$ cat src/rtl/core/qrv_pkg.sv
// Types and widths shared by the quaternion rotation pipeline.
// Used by every file in rtl/core; depends on nothing.
package qrv_pkg;

  localparam int QuatW = 16;
  localparam int VecW  = 16;
  // q*v partial products and their sums
  localparam int Mul1W = QuatW + VecW;
  localparam int PW    = Mul1W + 2;
  // p*conj(q) partial products and their sums
  localparam int Mul2W = PW + QuatW;
  localparam int RW    = Mul2W + 2;

  typedef struct packed {
    logic signed [QuatW-1:0] quat_x;
    logic signed [QuatW-1:0] quat_y;
    logic signed [QuatW-1:0] quat_z;
    logic signed [QuatW-1:0] quat_w;
    logic signed [VecW-1:0]  vec_x;
    logic signed [VecW-1:0]  vec_y;
    logic signed [VecW-1:0]  vec_z;
  } in_t;

  typedef struct packed {
    logic signed [VecW-1:0] rot_x;
    logic signed [VecW-1:0] rot_y;
    logic signed [VecW-1:0] rot_z;
    logic                   saturated;
  } out_t;

  typedef struct packed {
    logic signed [QuatW-1:0] x;
    logic signed [QuatW-1:0] y;
    logic signed [QuatW-1:0] z;
    logic signed [QuatW-1:0] w;
  } quat_t;

  // first Hamilton product q*(v,0), carried with q
  typedef struct packed {
    logic signed [PW-1:0] px;
    logic signed [PW-1:0] py;
    logic signed [PW-1:0] pz;
    logic signed [PW-1:0] pw;
    quat_t                q;
  } qv_t;

  // vector part of p*conj(q), unscaled
  typedef struct packed {
    logic signed [RW-1:0] rx;
    logic signed [RW-1:0] ry;
    logic signed [RW-1:0] rz;
  } res_t;

endpackage

$ cat src/rtl/core/qrv_skid.sv
// Input skid buffer: registered stall toward the sender.
// Depends on qrv_pkg.
module qrv_skid (
  input  logic         clk_i,
  input  logic         rst_ni,
  input  logic         in_valid_i,
  output logic         in_stall_o,
  input  qrv_pkg::in_t in_data_i,
  input  logic         adv_i,
  output logic         valid_o,
  output qrv_pkg::in_t data_o,
  output logic         full_o
);

  logic         skid_v_q, skid_v_d;
  qrv_pkg::in_t skid_q;

  assign in_stall_o = skid_v_q;
  assign full_o     = skid_v_q;
  assign valid_o    = skid_v_q | in_valid_i;
  assign data_o     = skid_v_q ? skid_q : in_data_i;

  always_comb begin
    skid_v_d = skid_v_q;
    if (adv_i) begin
      skid_v_d = 1'b0;
    end else if (in_valid_i && !skid_v_q) begin
      skid_v_d = 1'b1;
    end
  end

  always_ff @(posedge clk_i or negedge rst_ni) begin
    if (!rst_ni) begin
      skid_v_q <= 1'b0;
    end else begin
      skid_v_q <= skid_v_d;
    end
  end

  always_ff @(posedge clk_i) begin
    if (!adv_i && in_valid_i && !skid_v_q) begin
      skid_q <= in_data_i;
    end
  end

endmodule

$ cat config.mk
export PLATFORM = sky130hd
export DESIGN_NAME = qrv_skid
export DESIGN_NICKNAME = d
export VERILOG_FILES = /design/src/rtl/core/qrv_pkg.sv /design/src/rtl/core/qrv_skid.sv
export SDC_FILE = /design/constraint.sdc
export NUM_CORES = 1
export LEC_CHECK = 0
export BUFFER_PORTS_ARGS = -buffer_cell sky130_fd_sc_hd__clkbuf_2
export CORE_UTILIZATION = 42
export DETAILED_ROUTE_END_ITERATION = 8
export PLACE_DENSITY = 0.78
export SYNTH_ARGS = -nofsm -noshare
export SYNTH_HDL_FRONTEND = slang
export SYNTH_SLANG_ARGS = --single-unit
$ cat constraint.sdc
create_clock -name clk_i -period 9.35 [get_ports clk_i]
set_input_delay 0.935 -clock clk_i [delete_from_list [all_inputs] [get_ports clk_i]]
set_output_delay 0.935 -clock clk_i [all_outputs]
set_load 0.02 [all_outputs]
## Yosys cells after proc, flatten, opt, wreduce, memory -nomap -nowiden

Index checks and enable logic that the tools add are counted.

- Bits in read-only memories: 0
- Latch bits: 0
- Memory bits (writable): 0
- Memories: 0
- Input port bits: 116
- Flip-flop bits (word level): 113

- Reduce and logical (&&, ||, !) cells: 6
- Multiply operators: 0
- Divide/modulo/power cells: 0
- Shifts and indexed selects: 0
- Add/sub/neg operators: 0
- Magnitude comparators: 0
- Mux-type cells: 3
- Equality and inequality tests: 0
- Bitwise logic cells: 1

Operators by type and width:

| cell | count |
|---|---|
| $mux W112 | 1 |
| $logic_and A1 B1 Y1 | 3 |
| $logic_not A1 Y1 | 2 |
| $mux W1 | 2 |
| $reduce_bool A2 Y1 | 1 |
| $or A1 B1 Y1 | 1 |

## Longest topological paths before layout

- Depth after elaboration: 4
- Gate-level depth with buffers: 4

## Least setup slack after synthesis

No wires, ideal clock.

- Kind: flip-flop to flip-flop
- Start point: register skid_v_q (netlist: full_o)
- End point: register skid_q[0] (netlist name), enable pin
- Arrival: 9.005 ns
- Setup time: 0.742 ns
- Required time: 8.608 ns
- Cell stages (with the launch flop): 5
- Path slack: -0.397 ns
- Cells stage by stage: dfrtp_1 > buf_6 > buf_6 > buf_6 > nor3b_1

- Cells in the longest elaborated chain, start to end: 2

Ends and longest elaborated chain:

| what | line | RTL |
|---|---|---|
| start, declared | qrv_skid.sv:15 | `logic skid_v_q, skid_v_d;` |
| start signal, assigned | qrv_skid.sv:36 | `skid_v_q <= skid_v_d;` |
| $logic_not A1 Y1 | qrv_skid.sv:41 | `if (!adv_i && in_valid_i && !skid_v_q) begin` |
| $logic_and A1 B1 Y1 | qrv_skid.sv:41 |  |
| end signal, assigned | qrv_skid.sv:42 | `skid_q <= in_data_i;` |
| end, declared | qrv_skid.sv:16 | `qrv_pkg::in_t skid_q;` |

No other way between the ends.
A chain may end at the register's enable or synchronous reset.

==> flow_summary.yaml <==
detailed_routing:
  vias_per_cell: 4.79
  antenna_left: 0
  drt_wl_total_mm: 9.85
  drtPass1Iterations: 4
  first_iter_violations: 91
  avgRoutedWirePerCell_um: 15.5
  num_vias: 3034
  remaining_drc_errors: 0
floorplan:
  placeableCoreArea_mm2: 0.0115
  die-area_mm2: 0.0123
  starting_density_of_the_core: 0.433
  chipHeight_um: 111
  die_x_um: 111
  row_count: 39
  io_pins: 231
placed_design:
  gp_congestion: 0.754
  postPlaceCellArea_mm2: 0.00622
  detailedPlacementHpwl_mm: 7.17
  port-buffer-count: 230
logic_synthesis:
  postSynthAreaPerCell_um2: 20.5
  synthCells: 242
  synth_top_cells_by_count: "edfxtp_1, mux2_2, mux2_4, buf_6, buf_2"
  synth_enable_flop_cells: 112
  post_synth_instance_area_mm2: 0.00497
  post-synth-top-area-fraction: 0.677
  yosysTopAreaCell: "edfxtp_1"
  mappedNetlistNets: 358
  ys_top_cells_by_area: "edfxtp_1, mux2_2, mux2_4, buf_6, buf_2"
  synth.most_common_cell: "edfxtp_1"
  seq_area_frac_synth: 0.682
  dominantRegCellSynth: "edfxtp_1"
  yosysUniqueCellTypes: 10
  async_reset_ff_frac: 0.00885
  ys_ff_latch: 113
  yosys_warnings: 0
timing:
  final.period_utilization: 0.401
  setup_repair_after_global_routing_missed_its_margin: "no"
  fin_setup_tns_ps: 0
  clock_skew_ps: 5.22
  fmax_mhz: 267
  timing_max_transition_violations_final: 0
  holdWs_ps: 308
  slew-limit-headroom: 0.198
  worst-slew-pin-transition_ps: 1200
  final_period_minus_worst_setup_slack_ps: 3750
  final_hold_viol_count: 0
  setup_viol: 0
power_and_ir_drop:
  power_per_cell_area_mw_per_mm2: 203
  finalPower_w: 0.00137
  static-leakage-power_nw: 2.90
  power.ir.vdd_worst_v: 0.000114
global_route:
  grt_pass1_wl_mm: 15.5
  grt_max_degree: 84
  grtUsageTotal: 0.165
  grt_pass1_vias: 3110
  grt_antenna_before_repair: 0
  grt.overflow.total: 0
finish:
  multi_input_comb_area_mm2: 0.00147
  total_inserted_antenna_cells: 0
  seqCellArea_mm2: 0.00339
  synthToLayoutAreaGrowth_pct: 35.9
  cell_area_after_layout_mm2: 0.00675
  design.final.nets: 596
  drive_gt1_frac: 0.756
  n_fill_cell: 898
setup_path:
  cp_data_arrival_time_ps: 2810
  setup.worst_path.class: "flop to output port"
  start_kind: "flop"
  cp-end-kind: "output port"
  critical_path.max_fanout: 83
  cp_data_required_time_ps: 8420
  rrSetupSlack_ps: 6010
clock_network:
  clk_path_buf_depth: 2
  cts_buffers: 17
  cts_setup_buffers: 0
  postCtsResizedCells: 0
  clkSlewWorstSetupHoldPaths_ps: 50
  cts_hold_buffers: 0
  cts-htree-levels: 4
  clk_latency_ps: 400
  clk_sink_count: 113
  clock_tree.root_cell: "clkbuf_16"
  clock_tree_from_tritoncts: "built"
worst_hold_path:
  hp-class: "input port to async pin"
status:
  status: "finished, final reports clean"
job:
  max-cap-violations: 0
flip-flops by register name, indices dropped and copies added, names as in the netlist:
signal	count
skid_q	112
full_o	1
path summary, 6_finish.rpt:
| path | from | end | cells after the start |
|---|---|---|---|
| max reg2reg | full_o$_DFFE_PN0P_ | skid_q[103]$_DFFE_PP_ | 4 |
| max | full_o$_DFFE_PN0P_ | data_o[8] | 3 |
| min | rst_ni | full_o$_DFFE_PN0P_ | 1 |
| max in group asynchronous | rst_ni | full_o$_DFFE_PN0P_ | 1 |
| min in group clk_i | in_data_i[30] | skid_q[30]$_DFFE_PP_ | 1 |
| min reg2reg | full_o$_DFFE_PN0P_ | full_o$_DFFE_PN0P_ | 2 |
report_power, final:
| part | internal [W] | total, W | switching, W |
|---|---|---|---|
| logic | 0.0000927 | 0.000202 | 0.000109 |
| registers | 0.000582 | 0.000591 | 0.00000916 |
| clock network | 0.000380 | 0.000578 | 0.000198 |
| total | 0.00105 | 0.00137 | 0.000316 |
logic make-up after synthesis:
family                 synth area share
AO/OA/AOI/OAI                   0.00202
buffers and inverters            0.0234
flip-flops                        0.682
multiplexers                      0.289
AND/OR/NAND/NOR                 0.00277
per-stage QoR:
step	instances	utilization	setup WS, ps
2_1_floorplan	242	-	3570
6_report	634	0.588	5600
4_1_cts	634	0.588	5560
5_1_grt	634	0.588	5440
3_3_place_gp	604	0.542	6060
3_5_place_dp	604	0.542	6000
cell usage in the layout, fill, tap and decap left out:
master	netlist	final
buf_4	1	3
o21ba_2	1	1
dfrtp_4	0	1
clkbuf_1	0	2
nor3b_4	0	1
mux2_2	65	65
clkinv_1	0	6
mux2_4	47	47
bufinv_16	0	2
clkinv_2	0	3
edfxtp_1	112	112
or2_2	1	1
clkbuf_16	0	17
clkbuf_2	0	230
layout make-up:
type | count | area share
Multi-Input combinational cell | 115 | 0.218
Timing Repair Buffer | 233 | 0.174
Sequential cell | 113 | 0.503
Clock inverter | 11 | 0.0145
Clock buffer | 19 | 0.0642
Tap cell | 143 | 0.0265
worst max-delay path: stages (launching register included):
cell and delay (ps):
dfrtp_4 760, buf_4 960, mux2_2 440, clkbuf_2 160
per-layer routing:
metal  vias up  global-route usage  wire, um
li1       1439                   -         -
met1      1428               0.187      3950
met2       149               0.276      5010
met3        18              0.0590       690
met4         0              0.0782       201
met5         -                   0         0
No activity file was read; power rests on OpenSTA's default activity.
