===== config.mk =====
export PLATFORM = sky130hd
export DESIGN_NAME = qrv_round_sat
export DESIGN_NICKNAME = d
export VERILOG_FILES = /design/src/rtl/core/qrv_pkg.sv /design/src/rtl/core/qrv_round_sat.sv
export SDC_FILE = /design/constraint.sdc
export NUM_CORES = 1
export LEC_CHECK = 0
export ABC_AREA = 1
export BUFFER_PORTS_ARGS = -buffer_cell sky130_fd_sc_hd__buf_2
export CAP_MARGIN = 10
export CORE_MARGIN = 4
export CORE_UTILIZATION = 25
export CTS_CLUSTER_DIAMETER = 80
export CTS_CLUSTER_SIZE = 24
export DETAILED_ROUTE_END_ITERATION = 8
export GPL_TIMING_DRIVEN = 0
export PLACE_DENSITY = 0.5
export RECOVER_POWER = 100
export SYNTH_ARGS = -nofsm -noshare
export SYNTH_HDL_FRONTEND = slang
export SYNTH_SLANG_ARGS = --single-unit

===== constraint.sdc =====
create_clock -name clk_i -period 1.42 [get_ports clk_i]
set_input_delay 0.284 -clock clk_i [delete_from_list [all_inputs] [get_ports clk_i]]
set_output_delay 0.284 -clock clk_i [all_outputs]
set_load 0.005 [all_outputs]

===== src/rtl/core/qrv_pkg.sv =====
// Types and widths shared by the quaternion rotation pipeline.
// Used by every file in rtl/core; depends on nothing.
package qrv_pkg;

  localparam int QuatW = 16;
  localparam int VecW  = 16;
  // q*v partial products and their sums
  localparam int Mul1W = QuatW + VecW;
  localparam int PW    = Mul1W + 2;
  // p*conj(q) partial products and their sums
  localparam int Mul2W = PW + QuatW;
  localparam int RW    = Mul2W + 2;

  typedef struct packed {
    logic signed [QuatW-1:0] quat_x;
    logic signed [QuatW-1:0] quat_y;
    logic signed [QuatW-1:0] quat_z;
    logic signed [QuatW-1:0] quat_w;
    logic signed [VecW-1:0]  vec_x;
    logic signed [VecW-1:0]  vec_y;
    logic signed [VecW-1:0]  vec_z;
  } in_t;

  typedef struct packed {
    logic signed [VecW-1:0] rot_x;
    logic signed [VecW-1:0] rot_y;
    logic signed [VecW-1:0] rot_z;
    logic                   saturated;
  } out_t;

  typedef struct packed {
    logic signed [QuatW-1:0] x;
    logic signed [QuatW-1:0] y;
    logic signed [QuatW-1:0] z;
    logic signed [QuatW-1:0] w;
  } quat_t;

  // first Hamilton product q*(v,0), carried with q
  typedef struct packed {
    logic signed [PW-1:0] px;
    logic signed [PW-1:0] py;
    logic signed [PW-1:0] pz;
    logic signed [PW-1:0] pw;
    quat_t                q;
  } qv_t;

  // vector part of p*conj(q), unscaled
  typedef struct packed {
    logic signed [RW-1:0] rx;
    logic signed [RW-1:0] ry;
    logic signed [RW-1:0] rz;
  } res_t;

endpackage


===== src/rtl/core/qrv_round_sat.sv =====
// Round to nearest (ties up), scale down by 2^(2*QUAT_FRAC_BITS), saturate.
// Holds the output register. Depends on qrv_pkg.
module qrv_round_sat #(
  parameter int QUAT_FRAC_BITS = 14
) (
  input  logic          clk_i,
  input  logic          rst_ni,
  input  logic          en_i,
  input  logic          valid_i,
  input  qrv_pkg::res_t data_i,
  output logic          valid_o,
  output qrv_pkg::out_t data_o
);

  localparam int S  = 2 * QUAT_FRAC_BITS;
  localparam int RW = qrv_pkg::RW;
  localparam int VW = qrv_pkg::VecW;
  localparam int AW = ((S > RW) ? S : RW) + 2;
  localparam logic signed [AW-1:0] Half = AW'(1) << (S - 1);
  localparam logic signed [AW-1:0] VMax = AW'((64'sd1 <<< (VW - 1)) - 64'sd1);
  localparam logic signed [AW-1:0] VMin = -VMax - AW'(1);

  // {sat, value}
  function automatic logic [VW:0] rnd_sat(input logic signed [RW-1:0] r);
    logic signed [AW-1:0] sum;
    logic signed [AW-1:0] sh;
    logic [VW:0]          res;
    sum = AW'(r) + Half;
    sh  = sum >>> S;
    if (sh > VMax) begin
      res = {1'b1, VMax[VW-1:0]};
    end else if (sh < VMin) begin
      res = {1'b1, VMin[VW-1:0]};
    end else begin
      res = {1'b0, sh[VW-1:0]};
    end
    return res;
  endfunction

  logic [VW:0]   sx, sy, sz;
  qrv_pkg::out_t o_d, o_q;
  logic          v5_q;

  always_comb begin
    sx = rnd_sat(data_i.rx);
    sy = rnd_sat(data_i.ry);
    sz = rnd_sat(data_i.rz);
    o_d.rot_x     = sx[VW-1:0];
    o_d.rot_y     = sy[VW-1:0];
    o_d.rot_z     = sz[VW-1:0];
    o_d.saturated = sx[VW] | sy[VW] | sz[VW];
  end

  always_ff @(posedge clk_i or negedge rst_ni) begin
    if (!rst_ni) begin
      v5_q <= 1'b0;
    end else if (en_i) begin
      v5_q <= valid_i;
    end
  end

  always_ff @(posedge clk_i) begin
    if (en_i) begin
      o_q <= o_d;
    end
  end

  assign valid_o = v5_q;
  assign data_o  = o_q;

endmodule


* Yosys cells after proc, flatten, opt, wreduce, memory -nomap -nowiden *
Index checks and enable logic that the tools add are counted.

cells by class
  add/sub/neg operators = 3
  magnitude comparators = 6
  multiplexer cells = 6
  bitwise operators = 2

operator list
  kind                                                                     count
  52-bit by 29-bit adder with 53-bit output (second input constant)        3
  17-bit 2-to-1 mux                                                        6
  25-bit by 16-bit > comparator with 1-bit output (second input constant)  3
  25-bit by 16-bit < comparator with 1-bit output (second input constant)  3
  1-bit bitwise OR                                                         2

word-level totals
  bits in registers = 50
  input bits = 160
  logic and storage cells = 22

* Logic depth before layout (Yosys ltp) *
Gate-level depths: netlist of the first run.

  depth in word-level cells = 6
  depth in mapped cells = 16

* Worst setup path before layout of the first run *
OpenSTA, ideal clock, no wires.

  path type = input port to flip-flop
  start point = input data_i[27] (netlist name)
  end point = register o_q, in the netlist data_o[14], data pin
  library setup time = 0.253 ns
  arrival = 1.640 ns
  required time = 1.167 ns
  setup slack = -0.473 ns
  stages = 13
  buffers on the path = 1
  path through = ha_1 > nand2_2 > nor2_4 > nand2_2 > nor2_4 > nand2_1 > nand2_1 > nand2_1 > nor2_1 > nand2_1 > o21ai_4 > buf_6 > nand2_1

between the ends
  longest elaborated chain between the ends = 3
  elaborated cells between the ends (all ways) = 4
  those cells by class = 1 x add/sub; 2 x order compare; 1 x mux

ends and longest elaborated chain
  element                                          RTL line             RTL
  start, declared                                  qrv_round_sat.sv:10  input qrv_pkg::res_t data_i,
  52-bit by 29-bit adder with 53-bit output *      qrv_round_sat.sv:28  sum = AW'(r) + Half;
  25-bit by 16-bit < comparator with 1-bit output  qrv_round_sat.sv:32  end else if (sh < VMin) begin
  17-bit 2-to-1 mux                                qrv_round_sat.sv:32
  end signal, assigned                             qrv_round_sat.sv:64  o_q <= o_d;
  end, declared                                    qrv_round_sat.sv:41  qrv_pkg::out_t o_d, o_q;

Mark *: on every way between the ends. The rest lies on a longest branch, timed or not.
A chain may end at the register's enable or synchronous reset.

* Final worst setup path of the first run *
  start point = input data_i[131] (netlist name)
  end point = register o_q, in the netlist data_o[39], data pin

The elaborated chain is that of the path after synthesis.

==> results of run 1 <==
## cell families after synthesis
kind of cell / Yosys count / share of synthesized area
flip-flops: 50 / 0.351
multiplexers: 1 / 0.00264
buffers and inverters: 48 / 0.0519
AO/OA/AOI/OAI: 22 / 0.0408
AND/OR/NAND/NOR: 448 / 0.471
XOR/XNOR: 35 / 0.0736
adder cells (fa/ha/maj): 3 / 0.00880
## path summary, 6_finish.rpt
kind | from | end | slack [ns] | cells past startpoint
max | data_i[131] | data_o[39] | -0.42 | 15
min | valid_i | valid_o | 0.22 | 2
max reg2reg | valid_o | valid_o | 0.69 | 1
min reg2reg | valid_o | valid_o | 0.50 | 1
max in group asynchronous | rst_ni | valid_o | 1.05 | 2
min in group asynchronous | rst_ni | valid_o | 0.29 | 2
## through the flow
stage / instances / setup slack, ns / power, mW / hold slack (ns)
4_1_cts: 1000 / -0.310 / 4.21 / 0.206
6_report: 1016 / -0.417 / 4.27 / 0.219
3_5_place_dp: 955 / -0.791 / 2.72 / 0.0608
2_1_floorplan: 607 / -0.372 / 2.26 / -0.0116
5_1_grt: 1016 / -0.476 / 4.52 / 0.214
3_3_place_gp: 955 / -0.792 / 2.72 / 0.0598
## final cells by class
cell class / count / area [um^2]
clock buffer: 5 / 125
clock inverter: 3 / 28.8
multi-input combinational: 509 / 3240
inverter: 42 / 165
fill: 1749 / 9980
sequential: 50 / 1500
buffer: 6 / 83.8
timing repair buffer: 181 / 1250
tap: 220 / 275
## cells in the mapped netlist (2+ instances only)
master / n / share of area
nor3_1: 4 / 0.0047
inv_1: 39 / 0.034
nand2_4: 4 / 0.011
nor2_4: 7 / 0.018
o21ai_0: 5 / 0.0059
nand3b_1: 16 / 0.028
nor2_2: 10 / 0.015
and2_1: 3 / 0.0044
nand3_2: 3 / 0.0070
o21ai_2: 10 / 0.021
edfxtp_1: 49 / 0.35
buf_6: 3 / 0.0079
or2_2: 6 / 0.0088
inv_2: 3 / 0.0026
nand2_1: 250 / 0.22
nand4_1: 7 / 0.010
nand2_2: 10 / 0.015
xor2_1: 16 / 0.033
buf_4: 2 / 0.0035
nand3_1: 32 / 0.038
nor2_1: 93 / 0.082
o21bai_1: 3 / 0.0053
xnor2_1: 18 / 0.037
ha_1: 3 / 0.0088
## power by group through the flow
stage | Clock (mW) | Sequential, mW | Combinational [mW]
3_5_place_dp | 0 | 1.84 | 0.889
6_report | 1.31 | 1.80 | 1.16
4_1_cts | 1.37 | 1.80 | 1.04
2_1_floorplan | 0 | 1.85 | 0.407
5_1_grt | 1.43 | 1.81 | 1.28
3_3_place_gp | 0 | 1.84 | 0.888
## cell usage in the layout (no fill, tap or decap), types with 8 or more instances in the layout
cell / synthesis / layout
buf_2: 0 / 101
buf_4: 2 / 54
buf_6: 3 / 13
buf_8: 1 / 8
edfxtp_1: 49 / 49
inv_1: 39 / 33
nand2_1: 250 / 170
nand2_2: 10 / 67
nand2_4: 4 / 27
nand3_1: 32 / 24
nand3b_1: 16 / 16
nor2_1: 93 / 52
nor2_2: 10 / 30
nor2_4: 7 / 28
o21ai_2: 10 / 11
xnor2_1: 18 / 18
xor2_1: 16 / 15
## repair_timing
action | CTS | global route
setup endpoints to repair | 47 | 46
pin swaps | 41 | 65
cloned | 4 | 1
buffers inserted | 33 | 15
gates resized for setup | 113 | 135
hold buffers | 1 | 0
endpoints found under the hold margin | 1 | 0
## state kept, by name (all words and copies together), names as in the netlist
register / cells
data_o: 49
valid_o: 1
## routing by layer
metal | up-vias | track usage | part of all wire | wire [um]
li1 | 2324 | - | - | -
met2 | 106 | 0.243 | 0.50 | 6910
met3 | 22 | 0.0269 | 0.049 | 676
met4 | 0 | 0.0406 | 0.022 | 301
met5 | - | 0 | 0 | 0
met1 | 2024 | 0.167 | 0.43 | 5910
==> metrics.md, run 1 <==
| Metric | Value |
|---|---|
| Final setup viols | 46 |
| Critical-path cell list | buf_8 > ha_4 > nand2_4 > nor2_4 > nand2_4 > buf_4 > nor2_4 > xor2_1 > nand3_2 > nor2_2 > nand2_2 > nand2_4 > inv_6 > clkbuf_16 > o21ai_2 |
| Yosys reg bits | 50 |
| Worst-Skew Late Latency | 0.29 ns |
| Dpl cell area | 5280 um^2 |
| Share of layout cells above drive strength 1 | 0.500 |
| Power Density | 641 nW/um^2 |
| Maximum vdd ir drop | 0.424 mV |
| Post-synthesis sequential area ratio | 0.351 |
| Ys async rst share | 0.0200 |
| Crit. End Element | register |
| Total vias in the final route | 4476 |
| Clock Tree Root | clkbuf_16 |
| Mapped Cells | 607 |
| Combinational share of power | 0.272 |
| Clk sinks | 50 |
| CTS tree | built |
| Pin count of the biggest net entering global routing | 51 |
| ANT nets after route | 0 |
| Minimum clock period after layout | 1.84 ns |
| Critical path class | primary input to register |
| Synth cell types | 35 |
| Placer Congestion | 0.939 |
| Hold Path Class | primary input to register |
| CP delay by family, top | simple AND/OR/NAND/NOR gates |
| Largest incremental delay on the critical path | 0.23 ns |
| Overall Global Routing Usage | 0.137 |
| First-pass GRT wire length | about 21 mm |
| Wire per inst | 13.6 um |
| Fin. Hold Viols | 0 |
| Residual DRC | 0 |
| I/O Buffers | 128 |
| Area grow syn2layout | 56.2% |
| Initial antenna violation count | 0 |
| Vias per inst | 4.41 |
| Mean post-synth cell area | 7.02 um^2 |
| Required @ worst endpoint | 1.58 ns |
| Die height | roughly 140 um |
| Clock Path Buffers | 2 |
| Core Util, Final | 0.400 |
| 1st-iter DRT viols | about 130 |
| Failing checks | negative setup slack |
| Final setup margin | -0.417 ns |
| RSZ-0062 raised after global routing | true |
| Critical path's slowest cell | xor2_1 |
| Final #Nets | 958 |
| Int Power | 2.94 mW |
| Post-route setup TNS | -13.83 ns |
| Skew final | 0 ns |
| HPWL after DPL | 10.8 mm |
| Vias in the first global route | 4339 |
| I/O pin count | 210 |
| Warnings, synthesis | 0 |
| Synth Flop Type | edfxtp_1 |
| ANT cells | 0 |
| Num CTS Buffers | 5 |
| Outcome | finished with violations |
| FP Rows | 47 |
| Switching share of power | 0.311 |
| Total iterations of the first detailed-routing run | 4 |
| CP most frequent cell | nand2_4 |
| H-tree Lvls | 2 |
| Startpoint types | primary input |
| Buf/Inv on CP | 4 |
| Pleak | a little under 3 nW |
| Max Clock Freq | 544 MHz |
| Psw | 1.33 mW |
| Max-slew headroom | 0.512 |
| Clock network fraction of design power | 0.308 |
| Register share of total power | 0.421 |
| CP arrival | 1.99 ns |
| Worst-Margin Slew | 0.732 ns |
| MaxCap Viol Count | 0 |
| Crit share post-route | 1.29 |
| Core area | between 15000 and 20000 um^2 |
| Clock-pin slew on the worst setup and hold paths | 0.08 ns |
| Slew Limit Fails | 0 |
| Post-Syn Nets | 770 |
| Initial core utilization | 0.256 |
| Gr ovfl total | 0 |
| Mapped Area | 4260 um^2 |
| Total wire length | roughly 14 mm |
| Final instance area | between 6000 and 7000 um^2 |
| Die area | approximately 19000 um^2 |
| Critical path fanouts, max | 5 |
| Post-synth EDFFs | 49 |
| Die Wd | ~140 um |
Note: power is estimated with default switching activity, not from simulation.
==> run 2, diff against run 1 <==
Settings changed: BUFFER_PORTS_ARGS -buffer_cell sky130_fd_sc_hd__buf_2 to default, DONT_BUFFER_PORTS from default to 1, PLACE_DENSITY 0.5 to 0.39.
==> run 2 against run 1 <==
Sequential share of layout area increased by 4.7 points. Register-to-register slack worse by 0.04 ns. Cell count fell by 14%. Die area is the same. The flow still finishes with violations (negative setup slack). Power shrank 13%.
==> metrics.md, run 2 (synthesis results as in run 1) <==
| Metric | Value |
|---|---|
| Outcome | finished with violations (unchanged) |
| Failing checks | negative setup slack (unchanged) |
| Core Util, Final | 0.332 (was 0.400) |
| CTS tree | built (unchanged) |
| Total wire length | 13.2 mm (was 13.8 mm) |
| I/O pin count | 210 (unchanged) |
| Num CTS Buffers | 5 (unchanged) |
| FP Rows | 47 (unchanged) |
| Core area | 16600 um^2 (unchanged) |
| Final setup margin | -0.295 ns (was -0.417 ns) |
| Post-route setup TNS | -9.72 ns (was -13.83 ns) |
| Share of layout cells above drive strength 1 | 0.314 (was 0.500) |
| Pleak | 2.21 nW (was 2.88 nW) |
| Area grow syn2layout | 29.4% (was 56.2%) |
| Minimum clock period after layout | 1.72 ns (was 1.84 ns) |
| Gr ovfl total | 0 (unchanged) |
| MaxCap Viol Count | 0 (unchanged) |
| Worst-Skew Late Latency | 0.30 ns (was 0.29 ns) |
| Power Density | 676 nW/um^2 (was 641 nW/um^2) |
| HPWL after DPL | 10.2 mm (was 10.8 mm) |
| Critical path class | primary input to register (unchanged) |
| Critical path's slowest cell | clkbuf_16 (was xor2_1) |
| Total vias in the final route | 4019 (was 4476) |
| Startpoint types | primary input (unchanged) |
| Total iterations of the first detailed-routing run | 4 (unchanged) |
| Met3 WL post-DR | 869 um (was 676 um) |
| Crit. End Element | register (unchanged) |
| Vias per inst | 4.59 (was 4.41) |
| Maximum vdd ir drop | 0.396 mV (was 0.424 mV) |
| Pin count of the biggest net entering global routing | 51 (unchanged) |
| Largest incremental delay on the critical path | 0.16 ns (was 0.23 ns) |
| Critical-path cell list | ha_4 > nand2_4 > nor2_4 > nand2_4 > nor2_4 > buf_4 > nand3b_1 > nand2_1 > nand3_1 > nor2_2 > nand2_1 > nand2_2 > inv_4 > clkbuf_16 > o21ai_2 (was buf_8 > ha_4 > nand2_4 > nor2_4 > nand2_4 > buf_4 > nor2_4 > xor2_1 > nand3_2 > nor2_2 > nand2_2 > nand2_4 > inv_6 > clkbuf_16 > o21ai_2) |
| Max-slew headroom | 0.792 (was 0.512) |
| 1st-iter DRT viols | 197 (was 131) |
| Fin. Hold Viols | 0 (unchanged) |
| Clock Tree Root | clkbuf_16 (unchanged) |
| Required @ worst endpoint | 1.58 ns (about the same) |
| Clk sinks | 50 (unchanged) |
| Initial core utilization | 0.256 (unchanged) |
| Final setup viols | 46 (unchanged) |
| Residual DRC | 0 (unchanged) |
| Final #Nets | 818 (was 958) |
| RSZ-0062 raised after global routing | true (unchanged) |
| Commonest non-fill, non-tap cells in the layout | nand2_1 (207), nor2_1 (59), edfxtp_1 (49) (was nand2_1 (170), buf_2 (101), nand2_2 (67)) |
| H-tree Lvls | 2 (unchanged) |
| I/O Buffers | 0 (was 128) |
| Wire per inst | 15.1 um (was 13.6 um) |
| Die height | 139 um (unchanged) |
| Initial antenna violation count | 0 (unchanged) |
| Worst-Margin Slew | 0.310 ns (was 0.732 ns) |
| Vias in the first global route | 3923 (was 4339) |
| Overall Global Routing Usage | 0.133 (was 0.137) |
| Metal-1 WL | 5.54 mm (was 5.91 mm) |
| Skew final | 0 ns (unchanged) |
| Die Wd | 139 um (unchanged) |
| ANT cells | 0 (unchanged) |
| Clock-pin slew on the worst setup and hold paths | 0.07 ns (was 0.08 ns) |
| WL met2 | 6.60 mm (was 6.91 mm) |
| Commonest non-fill, non-tap cell in the layout | nand2_1 (unchanged) |
| Max Used Layer | met4 (unchanged) |
| Flip-flop count of the largest register after layout | 49 (unchanged) |
| Critical path fanouts, max | 5 (unchanged) |
| Max Clock Freq | 583 MHz (was 544 MHz) |
| CP arrival | 1.87 ns (was 1.99 ns) |
| Hold Path Class | primary input to register (unchanged) |
| Slew Limit Fails | 0 (unchanged) |
| ANT nets after route | 0 (unchanged) |
| First-pass GRT wire length | 20.9 mm (was 21.5 mm) |
| Crit share post-route | 1.21 (was 1.29) |
| Clock Path Buffers | 2 (unchanged) |
| Placer Congestion | 0.854 (was 0.939) |
| Die area | 19200 um^2 (unchanged) |
## run 2: cell count changes in the layout (fill, tap and decap cells not counted), sizes merged
cell      previous run  this run
clkbuf              12         6
clkinvlp             0         1
buf                179        45
inv                 43        42
## run 2: critical path, delay by kind of cell
family / cells / cell delay, ns
AO/OA/AOI/OAI: 1 / 0.10
adder cells (fa/ha/maj): 1 / 0.12
buffers and inverters: 3 / 0.35
AND/OR/NAND/NOR: 10 / 1.00
## run 2: worst paths after layout
check / from / to / slack (ns) / depth (start not counted)
max in group asynchronous: rst_ni / valid_o / 1.13 / 1
hold / removal: en_i / data_o[42] / 0.1 / 0
hold reg to reg: valid_o / valid_o / 0.55 / 1
setup reg to reg: valid_o / valid_o / 0.65 / 1
min in group asynchronous: rst_ni / valid_o / 0.19 / 1
setup / recovery: data_i[131] / data_o[45] / -0.30 / 15
## run 2: final cells by class
cell class	instances	area, um^2
Clock inverter	3	21.3
Multi-Input combinational cell	509	2950
Fill cell	1770	11100
Timing Repair Buffer	41	403
Inverter	42	160
Buffer	6	86.3
Sequential cell	50	1500
Tap cell	220	275
Clock buffer	5	125
## run 2: through the flow
step | hold WS [ns] | worst slack [ns] | instances | area, um^2 | power (mW)
after floorplan | -0.0116 | -0.372 | 607 | 4360 | 2.26
after global routing | 0.0808 | -0.391 | 876 | 5520 | 3.95
after detailed placement | -0.0116 | -0.642 | 827 | 4640 | 2.38
after CTS | 0.0796 | -0.233 | 860 | 5200 | 3.76
after global placement | -0.0116 | -0.636 | 827 | 4640 | 2.38
final | 0.0982 | -0.295 | 876 | 5520 | 3.73
## run 2: repair_timing
item | CTS | global route
hold endpoints to repair | 1 | 0
pin swaps | 28 | 42
gates cloned | 3 | 1
gates resized for setup | 60 | 58
buffers inserted | 21 | 15
hold buffers | 1 | 0
setup endpoints to repair | 46 | 46
## run 2: where the power goes
group	switching (mW)	total (mW)	internal (mW)	leakage [nW]
combinational	0.368	0.656	0.288	1.64
sequential	0.0688	1.84	1.77	0.495
clock	0.581	1.24	0.655	0.0698
total	1.02	3.73	2.71	2.21
## run 2: metal layers
metal / track usage / vias to the layer above
li1: - / 2042
met1: 0.162 / 1849
met2: 0.229 / 115
met3: 0.0397 / 13
met4: 0.0416 / 0
met5: 0 / -
==> run 3, diff against run 2 <==
Settings changed: CORE_UTILIZATION 25 to 60, PLACE_DENSITY 0.39 to 0.77.
==> run 3 against run 2 <==
The flow still finishes with violations (negative setup slack). Highest routed layer unchanged. Non-clock buffer count increased by 2. Global-route usage increased by 13 points. Register-to-register slack about the same. Largest cell class unchanged. Clock-buffer cell count unchanged. Via count increased by 3.7%.
==> metrics.md, run 3 (synthesis results as in run 1) <==
| Metric | Value |
|---|---|
| Total wire length | 12.2 mm (was 13.2 mm) |
| Placer Congestion | 0.951 (was 0.854) |
| Critical path fanouts, max | 7 (was 5) |
| First-pass GRT wire length | 18.1 mm (was 20.9 mm) |
| Die area | 8520 um^2 (was 19200 um^2) |
| Critical path class | primary input to register (unchanged) |
| Area grow syn2layout | 24.3% (was 29.4%) |
| Die height | 92.3 um (was 139 um) |
| Failing checks | negative setup slack (unchanged) |
| Psw | 0.966 mW (was 1.02 mW) |
| Residual DRC | 0 (unchanged) |
| Wire per inst | 16.1 um (was 15.1 um) |
| Reg-to-reg critical path startpoint | valid_o (unchanged) |
| Register-to-register path setup slack | 0.65 ns (about the same) |
| Hold Path Class | primary input to register (unchanged) |
| CP arrival | 1.81 ns (was 1.87 ns) |
| Num CTS Buffers | 5 (unchanged) |
| Critical path's slowest cell | nor2_4 (was clkbuf_16) |
| Pleak | 2.19 nW (was 2.21 nW) |
| 1st-iter DRT viols | 174 (was 197) |
| Commonest non-fill, non-tap cell in the layout | nand2_1 (unchanged) |
| Pin count of the biggest net entering global routing | 51 (unchanged) |
| CTS tree | built (unchanged) |
| Clock Tree Root | clkbuf_8 (was clkbuf_16) |
| Final setup viols | 46 (unchanged) |
| Clock Path Buffers | 2 (unchanged) |
| Met3 usage | 0.111 (was 0.0397) |
| Met1 Usage GRT | 0.305 (was 0.162) |
| GR Util met2 | 0.453 (was 0.229) |
| Critical-path cell list | ha_4 > nand2_4 > nor2_4 > nand3_2 > o21ai_1 > nand2_2 > nand2_1 > nor2_1 > nand3_1 > nand2_4 > buf_4 > buf_4 > nand3_1 > nand2_1 (was ha_4 > nand2_4 > nor2_4 > nand2_4 > nor2_4 > buf_4 > nand3b_1 > nand2_1 > nand3_1 > nor2_2 > nand2_1 > nand2_2 > inv_4 > clkbuf_16 > o21ai_2) |
| Hold Path Stages | 0 (unchanged) |
| Outcome | finished with violations (unchanged) |
| R2R cell count | 1 (unchanged) |
| Post-route setup TNS | -9.68 ns (was -9.72 ns) |
| Skew final | 0 ns (unchanged) |
| Vias in the first global route | 3833 (was 3923) |
| Register share of total power | 0.546 (was 0.493) |
| Gr ovfl total | 0 (unchanged) |
| Max Clock Freq | 576 MHz (was 583 MHz) |
| MaxCap Viol Count | 0 (unchanged) |
| Combinational share of power | 0.195 (was 0.176) |
| Die Wd | 92.3 um (was 139 um) |
| Worst R2R End | valid_o (unchanged) |
| ANT nets after route | 0 (unchanged) |
| ANT cells | 0 (unchanged) |
| Power Density | 640 nW/um^2 (was 676 nW/um^2) |
| Worst-Margin Slew | 0.355 ns (was 0.310 ns) |
| Total iterations of the first detailed-routing run | 5 (was 4) |
| Startpoint types | primary input (unchanged) |
| Clock-pin slew on the worst setup and hold paths | 0.11 ns (was 0.07 ns) |
| Hold Path Sink | data_o[48] (was data_o[42]) |
| Clock network fraction of design power | 0.258 (was 0.331) |
| Initial core utilization | 0.624 (was 0.256) |
| Final setup margin | -0.317 ns (was -0.295 ns) |
| Minimum clock period after layout | 1.74 ns (was 1.72 ns) |
| Overall Global Routing Usage | 0.267 (was 0.133) |
| HPWL after DPL | 9.03 mm (was 10.2 mm) |
| Vias per inst | 5.53 (was 4.59) |
| HP Start | en_i (unchanged) |
| Flip-flop count of the largest register after layout | 49 (unchanged) |
| Total vias in the final route | 4169 (was 4019) |
| FP Rows | 30 (was 47) |
| Crit share post-route | 1.22 (was 1.21) |
| Initial antenna violation count | 0 (unchanged) |
| RSZ-0062 raised after global routing | true (unchanged) |
| Worst-Skew Late Latency | 0.30 ns (about the same) |
| Tot Pwr | 3.39 mW (was 3.73 mW) |
| Maximum vdd ir drop | 0.632 mV (was 0.396 mV) |
| Clk sinks | 50 (unchanged) |
| I/O pin count | 210 (unchanged) |
| Crit. End Element | register (unchanged) |
| Required @ worst endpoint | 1.50 ns (was 1.58 ns) |
| Largest incremental delay on the critical path | 0.21 ns (was 0.16 ns) |
| Fin. Hold Viols | 0 (unchanged) |
| I/O Buffers | 0 (unchanged) |
| Final #Nets | 820 (was 818) |
| Max-slew headroom | 0.763 (was 0.792) |
| Int Power | 2.43 mW (was 2.71 mW) |
| Core area | 6830 um^2 (was 16600 um^2) |
| Commonest non-fill, non-tap cells in the layout | nand2_1 (201), nor2_1 (63), nand2_2 (52) (was nand2_1 (207), nor2_1 (59), edfxtp_1 (49)) |
| Switching share of power | 0.285 (was 0.273) |
| Share of layout cells above drive strength 1 | 0.318 (was 0.314) |
| Slew Limit Fails | 0 (unchanged) |
| Most crowded layer after global routing | met2 (unchanged) |
| H-tree Lvls | 2 (unchanged) |
==> run 3: cell count changes in the layout (fill, tap and decap cells not counted), moves of 5 or more <==
cell / change
nand2_1: -6
clkbuf_8: +5
nor2_2: -5
nand2_2: +10
==> run 3: what timing repair did <==
item,in CTS,in global routing
gates resized for setup,57,62
setup buffers,17,19
cloned,4,2
hold endpoints to repair,1,0
pin swaps,27,49
setup endpoints to repair,46,46
hold buffers,1,0
==> run 3: critical path, delay by kind of cell <==
family	cells	cell delay, ns
fa+ha+maj	1	0.12
buf+inv	2	0.28
compound gates	1	0.17
simple gates	10	0.94
==> run 3: cell type report <==
type                    count  area [um^2]
clock inverters             3         28.8
fillers                   516         1530
multi-input cells         509         2940
well taps                  96          120
repair buffers             43          407
clock buffers               5         68.8
inverters                  42          160
flip-flops and latches     50         1500
plain buffers               6         78.8
==> run 3: worst max path at each step <==
stage,startpoint,end,cells after the start
after CTS,data_i[79],data_o[0],14
after detailed placement,data_i[81],data_o[0],15
after floorplan,data_i[131],data_o[41],15
final,data_i[79],data_o[19],14
after global routing,data_i[136],data_o[0],15
after global placement,data_i[81],data_o[0],15
==> run 3: power groups by stage <==
stage,clock (mW),sequential (mW),combinational [mW]
final,0.877,1.85,0.663
after global routing,0.957,1.86,0.731
after CTS,0.880,1.86,0.570
after detailed placement,0,1.89,0.488
after global placement,0,1.88,0.471
after floorplan,0,1.85,0.407
==> run 3: per-stage QoR <==
step	setup WS, ns	instances	hold slack [ns]	instance area, um^2	utilization
floorplan	-0.372	607	-0.0116	4360	-
global placement	-0.596	703	-0.0116	4480	0.656
detailed placement	-0.633	703	-0.0116	4480	0.656
CTS	-0.194	733	0.0909	4930	0.721
global route	-0.381	754	0.0770	5300	0.776
finish	-0.317	754	0.0946	5300	0.776
==> run 3: layer usage <==
| layer | wire, um | vias up |
|---|---|---|
| li1 | - | 2035 |
| met1 | 4520 | 1900 |
| met2 | 5900 | 203 |
| met3 | 1410 | 31 |
| met4 | 316 | 0 |
| met5 | 0 | - |
